===== src/hw/rtl/bba_pkg.sv =====
// ----------------------------------------------------------------------------
// bba_pkg
// Shared sizes, codes and helpers for the buddy block allocator.
// ----------------------------------------------------------------------------
package bba_pkg;

  localparam int MEM_BYTES       = 1048576;
  localparam int MIN_BLOCK_BYTES = 128;
  localparam int OWNER_BITS      = 16;

  localparam int ADDR_W  = 48;
  localparam int SIZE_W  = 32;
  localparam int OWNER_W = 16;

  localparam int MEM_LOG2    = $clog2(MEM_BYTES);
  localparam int MIN_LOG2    = $clog2(MIN_BLOCK_BYTES);
  localparam int TREE_LEVELS = MEM_LOG2 - MIN_LOG2;
  localparam int SLOTS       = 1 << TREE_LEVELS;
  localparam int SLOT_W      = TREE_LEVELS;
  localparam int NODE_W      = TREE_LEVELS + 1;
  localparam int LVL_W       = $clog2(TREE_LEVELS + 2);
  localparam int USED_W      = $clog2(MEM_BYTES + 1);
  localparam int OWN_ST_W    = (OWNER_BITS < OWNER_W) ? OWNER_BITS : OWNER_W;

  localparam logic CMD_ALLOC = 1'b0;
  localparam logic CMD_FREE  = 1'b1;

  localparam logic [1:0] STATUS_OK   = 2'd0;
  localparam logic [1:0] STATUS_MISS = 2'd1;
  localparam logic [1:0] STATUS_BAD  = 2'd2;

  typedef enum logic [3:0] {
    OP_IDLE, OP_CLEAR, OP_LOAD, OP_DECODE, OP_RESULT_BAD, OP_RESULT_MISS,
    OP_DOWN_READ, OP_DOWN_STEP, OP_ALLOC_MARK, OP_SLOT_READ, OP_FREE_MARK,
    OP_UP_READ, OP_UP_WRITE, OP_ROOT_WRITE, OP_PUBLISH
  } dp_op_t;

  typedef struct packed {
    logic cmd_free;
    logic size_bad;
    logic no_room;
    logic at_target;
    logic at_root;
    logic addr_bad;
    logic slot_hit;
    logic clear_last;
    logic out_busy;
  } dp_stat_t;

  typedef struct packed {
    logic                 used_flag;
    logic [LVL_W-1:0]     level;
    logic [OWN_ST_W-1:0]  owner;
  } slot_ent_t;

  // number of bits needed to hold v (zero for zero)
  function automatic logic [5:0] bit_length(input logic [31:0] v);
    logic [5:0] r;
    r = '0;
    for (int i = 0; i < 32; i++) begin
      if (v[i]) r = 6'(i + 1);
    end
    return r;
  endfunction

endpackage


===== src/hw/rtl/bba_ctrl.sv =====
// ----------------------------------------------------------------------------
// bba_ctrl
// Sequencer: walks the buddy tree down and up by issuing datapath operations.
// ----------------------------------------------------------------------------
module bba_ctrl import bba_pkg::*; (
  input  logic     clk,
  input  logic     rst,
  input  logic     req_valid,
  output logic     req_ready,
  input  dp_stat_t stat,
  output dp_op_t   op
);

  typedef enum logic [3:0] {
    S_CLEAR, S_IDLE, S_DECODE, S_CHECK, S_DOWN_STEP, S_DESCEND,
    S_SLOT_RD, S_SLOT_CHK, S_CLIMB, S_UP_WR, S_FIN
  } state_t;

  state_t state, state_next;

  always_ff @(posedge clk) begin
    if (rst) begin
      state <= S_CLEAR;
    end else begin
      state <= state_next;
    end
  end

  always_comb begin
    state_next = state;
    op         = OP_IDLE;
    req_ready  = 1'b0;
    case (state)
      S_CLEAR: begin
        op = OP_CLEAR;
        if (stat.clear_last) state_next = S_IDLE;
      end
      S_IDLE: begin
        req_ready = 1'b1;
        if (req_valid) begin
          op         = OP_LOAD;
          state_next = S_DECODE;
        end
      end
      S_DECODE: begin
        op         = OP_DECODE;
        state_next = S_CHECK;
      end
      S_CHECK: begin
        if (stat.cmd_free) begin
          if (stat.addr_bad) begin
            op         = OP_RESULT_MISS;
            state_next = S_FIN;
          end else begin
            state_next = S_SLOT_RD;
          end
        end else if (stat.size_bad) begin
          op         = OP_RESULT_BAD;
          state_next = S_FIN;
        end else if (stat.no_room) begin
          op         = OP_RESULT_MISS;
          state_next = S_FIN;
        end else if (stat.at_target) begin
          op         = OP_ALLOC_MARK;
          state_next = S_CLIMB;
        end else begin
          op         = OP_DOWN_READ;
          state_next = S_DOWN_STEP;
        end
      end
      S_DOWN_STEP: begin
        op         = OP_DOWN_STEP;
        state_next = S_DESCEND;
      end
      S_DESCEND: begin
        if (stat.at_target) begin
          op         = OP_ALLOC_MARK;
          state_next = S_CLIMB;
        end else begin
          op         = OP_DOWN_READ;
          state_next = S_DOWN_STEP;
        end
      end
      S_SLOT_RD: begin
        op         = OP_SLOT_READ;
        state_next = S_SLOT_CHK;
      end
      S_SLOT_CHK: begin
        if (stat.slot_hit) begin
          op         = OP_FREE_MARK;
          state_next = S_CLIMB;
        end else begin
          op         = OP_RESULT_MISS;
          state_next = S_FIN;
        end
      end
      S_CLIMB: begin
        if (stat.at_root) begin
          op         = OP_ROOT_WRITE;
          state_next = S_FIN;
        end else begin
          op         = OP_UP_READ;
          state_next = S_UP_WR;
        end
      end
      S_UP_WR: begin
        op         = OP_UP_WRITE;
        state_next = S_CLIMB;
      end
      S_FIN: begin
        if (!stat.out_busy) begin
          op         = OP_PUBLISH;
          state_next = S_IDLE;
        end
      end
      default: begin
        state_next = S_IDLE;
      end
    endcase
  end

endmodule


===== config.mk =====
export PLATFORM = sky130hd
export DESIGN_NAME = bba_ctrl
export DESIGN_NICKNAME = d
export VERILOG_FILES = /design/src/hw/rtl/bba_pkg.sv /design/src/hw/rtl/bba_ctrl.sv
export SDC_FILE = /design/constraint.sdc
export NUM_CORES = 1
export LEC_CHECK = 0
export CORE_AREA = 4 4 41 43
export CTS_CLUSTER_SIZE = 28
export DETAILED_ROUTE_END_ITERATION = 10
export DIE_AREA = 0 0 45 47
export DONT_BUFFER_PORTS = 1
export PLACE_DENSITY_LB_ADDON = 0.05
export SYNTH_ARGS = -nofsm -noshare
export SYNTH_HDL_FRONTEND = slang
export SYNTH_SLANG_ARGS = --single-unit

===== constraint.sdc =====
create_clock -name clk -period 2.5 [get_ports clk]
set_clock_uncertainty 0.15 [all_clocks]
set_input_delay 0.625 -clock clk [delete_from_list [all_inputs] [get_ports clk]]
set_output_delay 0.625 -clock clk [all_outputs]
set_load 0.01 [all_outputs]

# [Yosys cells after proc, flatten, opt, wreduce, memory -nomap -nowiden]
# Index checks and enable logic that the tools add are counted.
[classes] eq_ne=13 mux=22 reduce_logical=2
[op_table] operator="case mux 4 bit (11 select lines)" n=2
[op_table] operator="two-way mux 4 bit" n=14
[op_table] operator="== test 4 x 3 -> 1 bit, second input constant" n=4
[op_table] operator="== test 4 bit, second input constant" n=3
[op_table] operator="== test 4 x 2 -> 1 bit, second input constant" n=2
[op_table] operator="two-way mux 2 bit" n=3
[op_table] operator="two-way mux 3 bit" n=2
[op_table] operator="!= test 2 bit, second input constant" n=3
[op_table] operator="== test 4 x 1 -> 1 bit, second input constant" n=1
[op_table] operator="logical NOT 4 bit" n=1
[op_table] operator="AND reduction 3 bit" n=1
[op_table] operator="two-way mux 1 bit" n=1
[totals] ff_bits=4 in_bits=12

# [Longest topological paths before layout]
[logic_depth] ltp_word=5 ltp_mapped=5

# [Worst setup path before layout]
# Ideal clock, no wire load.
[synth_path] kind="input to output" startpoint="in stat[5] in the netlist's numbering" endpoint="out op[1]" t_arrival_ns=1.529 slack_ns=0.196 path_stages=4 path_cell_list="or4_4 -> nor2_1 -> a311oi_1 -> o22ai_1"
[synth_between] elab_chain_cells=5
[synth_rtl] item="start: declaration" line_no="bba_ctrl.sv:10" source="input dp_stat_t stat,"
[synth_rtl] item="two-way mux 4 bit *" line_no="bba_ctrl.sv:63, bba_ctrl.sv:76"
[synth_rtl] item="two-way mux 4 bit" line_no="bba_ctrl.sv:60" source="end else if (stat.no_room) begin"
[synth_rtl] item="two-way mux 4 bit" line_no="bba_ctrl.sv:57" source="end else if (stat.size_bad) begin"
[synth_rtl] item="two-way mux 4 bit" line_no="bba_ctrl.sv:50" source="if (stat.cmd_free) begin"
[synth_rtl] item="case mux 4 bit (11 select lines) *" line_no="bba_ctrl.sv:33" source="case (state)"
[synth_rtl] item="end: declaration" line_no="bba_ctrl.sv:11" source="output dp_op_t op"
# Every way passes the cells marked *; elsewhere a longest branch is shown, timed or not.

# [Worst setup path in the final report]
[layout_path] startpoint="reg state[2]" endpoint="out op[3]"
[layout_between] elab_chain_cells=2 elab_cells_between_ends=12 cone_classes="10 x eq/ne; 1 x mux; 1 x reduce/logical"
[layout_rtl] item="start: declaration" line_no="bba_ctrl.sv:19" source="state_t state, state_next;"
[layout_rtl] item="start signal: assignment" line_no="bba_ctrl.sv:25" source="state <= state_next;"
[layout_rtl] item="== test 4 bit, or another cell as far along" line_no="bba_ctrl.sv:33"
[layout_rtl] item="case mux 4 bit (11 select lines) *" line_no="bba_ctrl.sv:33"
# Marked as above.

==> results.md <==
* Outcome: finished clean
* GR Overflow Total at 0
* Row cnt at 13
* Netlist cell types at 36
* Max_slew headroom at 74.8%
* Crit Path Category: reg2out
* Vias/cell at 6.18
* Cells after Synth at 78
* H-tree Lvls at 1
* Initial drt markers at 13
* First-pass GRT wire length at 2370 µm
* Clock root cell: clkbuf_4
* Synth top area share at 15.3%
* Post-CTS sizing at 0
* Largest net degree at the start of global routing at 21
* Post-synth top area cell: dfxtp_1
* CP top delay family: compound AO/OA/AOI/OAI gates
* Slowest-stage cell, CP: dfxtp_1
* Post-synthesis register bit count at 4
* Synth Warn # at 0
* Die width at 45 µm
* Cell leakage power at 0.000180 µW
* DRC viols at 0
* Worst Max-Slew Pin Slew at 369 ps
* DR pass1 iterations at 4
* Crit share post-route at 95.7%
* Setup_tns at 0 ps
* Vias at 587
* Tot GR Track Use at 15.2%
* Critical Path Fanout Max at 8
* Max-cap check violation count at 0
* WL final at 1450 µm
* Final cell count without fillers at 95
* CTS Hold Bufs at 0
* Largest regs: state x4
* # nets final at 94
* Crit end category: primary output
* CTS clock-pin slew for the worst setup and hold paths at 30 ps
* Worst Path Buf+Inv at 0
* Cell Area, Synth at 522 µm²
* Clk sinks at 4
* Die H at 47 µm
* Core area at 1300 µm²
* Clock buffer count from CTS at 3
* Met1 global-route usage at 20.2%
* Biggest register: state
* Crit path time final at 2390 ps
* Port Buffers at 0
* Effective utilization at floorplan at 40.1%
* Post-synth EDFFs at 0
* F_max at 418 MHz
* Max Root-Sink Buffers at 2
* Fraction of registers with async set/reset at 0%
* Slew Limit Fails at 0
* Full die area at 2120 µm²
* Count of final setup violators at 0
* Met2 usage at 22.0%
* Layout Area Growth over Synthesis at 8.63%
* Hold Fails Final Rpt at 0
* CTS tree: built
* Initial antenna violation count at 0
* Syn_area_per_cell at 6.69 µm²
* Vias in the first global route at 543
* WP data required at 1730 ps
* Register area share after synthesis at 15.3%
* # IOs at 17
* Dominant cells by area after synthesis: dfxtp_1 (15%), nand2b_1 (9.6%), nor3_1 (6.7%)
* Slowest Stage Delay on Critical Path at 370 ps
* Routed Antenna Nets at 0
* Total Power at 190 µW
* Ant diodes at 0
* Worst-Skew Late Latency at 230 ps
* Gpl congestion at 0.835
* Grt met3 use at 7.28%
* Commonest cells after routing, fill and taps aside: nand2b_1 (8), nor2_1 (8), nor3_1 (7)
* Peak supply drop at 161 µV
* Max reg flops at 4
* Inst Count DP at 92
* PD cells at 334 nW/µm²
* Wire per inst at 15.3 µm
* GR peak layer: met2
* Post CTS Setup Buffer Count at 0
* Worst setup SP type: flop
* Mapped Nets at 90
* CP arrival at 1620 ps
* RSZ-0062 raised after global routing: no
* CP cell instances: nand2b_1 -> o41ai_1 -> nand3_1 -> a31oi_1
* Main synth FF type: dfxtp_1
* Layout cells sized above 1 at 12.5%
* Post-DP HPWL at 1140 µm
* Hold crit path type: in2reg
-- layer usage --
metal / up-vias / share of wire [%]
met3: 0 / 7.5
met5: - / 0
met2: 15 / 45
met4: 0 / 0
met1: 270 / 48
li1: 302 / -
-- area by class of cell --
| cell class | instances | area, µm² |
|---|---|---|
| timing repair buffer | 4 | 30.0 |
| multi-input combinational | 64 | 397 |
| inverter | 5 | 18.8 |
| clock buffer | 3 | 22.5 |
| tap | 15 | 18.8 |
| fill | 152 | 734 |
| sequential | 4 | 80.1 |
-- synth_stat cells (2+ instances only) --
master	n
a21oi_1	5
a31oi_1	2
buf_2	3
dfxtp_1	4
inv_1	5
nand2_1	5
nand2b_1	8
nor2_1	8
nor3_1	7
o21ai_0	5
-- power by group --
part / internal [µW] / total, µW / switching [µW]
clock network: 53.6 / 78.1 / 24.6
registers: 66.4 / 69.1 / 2.67
logic: 16.5 / 42.3 / 25.8
total: 137 / 190 / 53.0
-- kinds of logic (layout without fill, tap and decap cells) --
logic type	after synthesis	count (layout)	synth area share (%)
AND/OR/NAND/NOR	37	37	39.1
buffers and inverters	10	12	8.63
flip-flops	4	4	15.3
AO/OA/AOI/OAI	27	27	36.9
-- metrics by stage --
step	area [µm²]	worst slack (ps)	hold WS [ps]	util, %
4_1_cts	567	92.6	304	43.6
2_1_floorplan	522	196	394	-
3_3_place_gp	544	138	511	41.8
5_1_grt	567	14.8	302	43.6
3_5_place_dp	544	130	501	41.8
6_report	567	108	311	43.6
-- worst paths after layout --
check	from	end	slack, ps	depth (start not counted)
max	state[2]	op[3]	110	4
min	rst	state[2]	310	1
max reg2reg	state[2]	state[3]	920	4
min reg2reg	state[2]	state[2]	520	2
(Power assumes the default switching activity.)
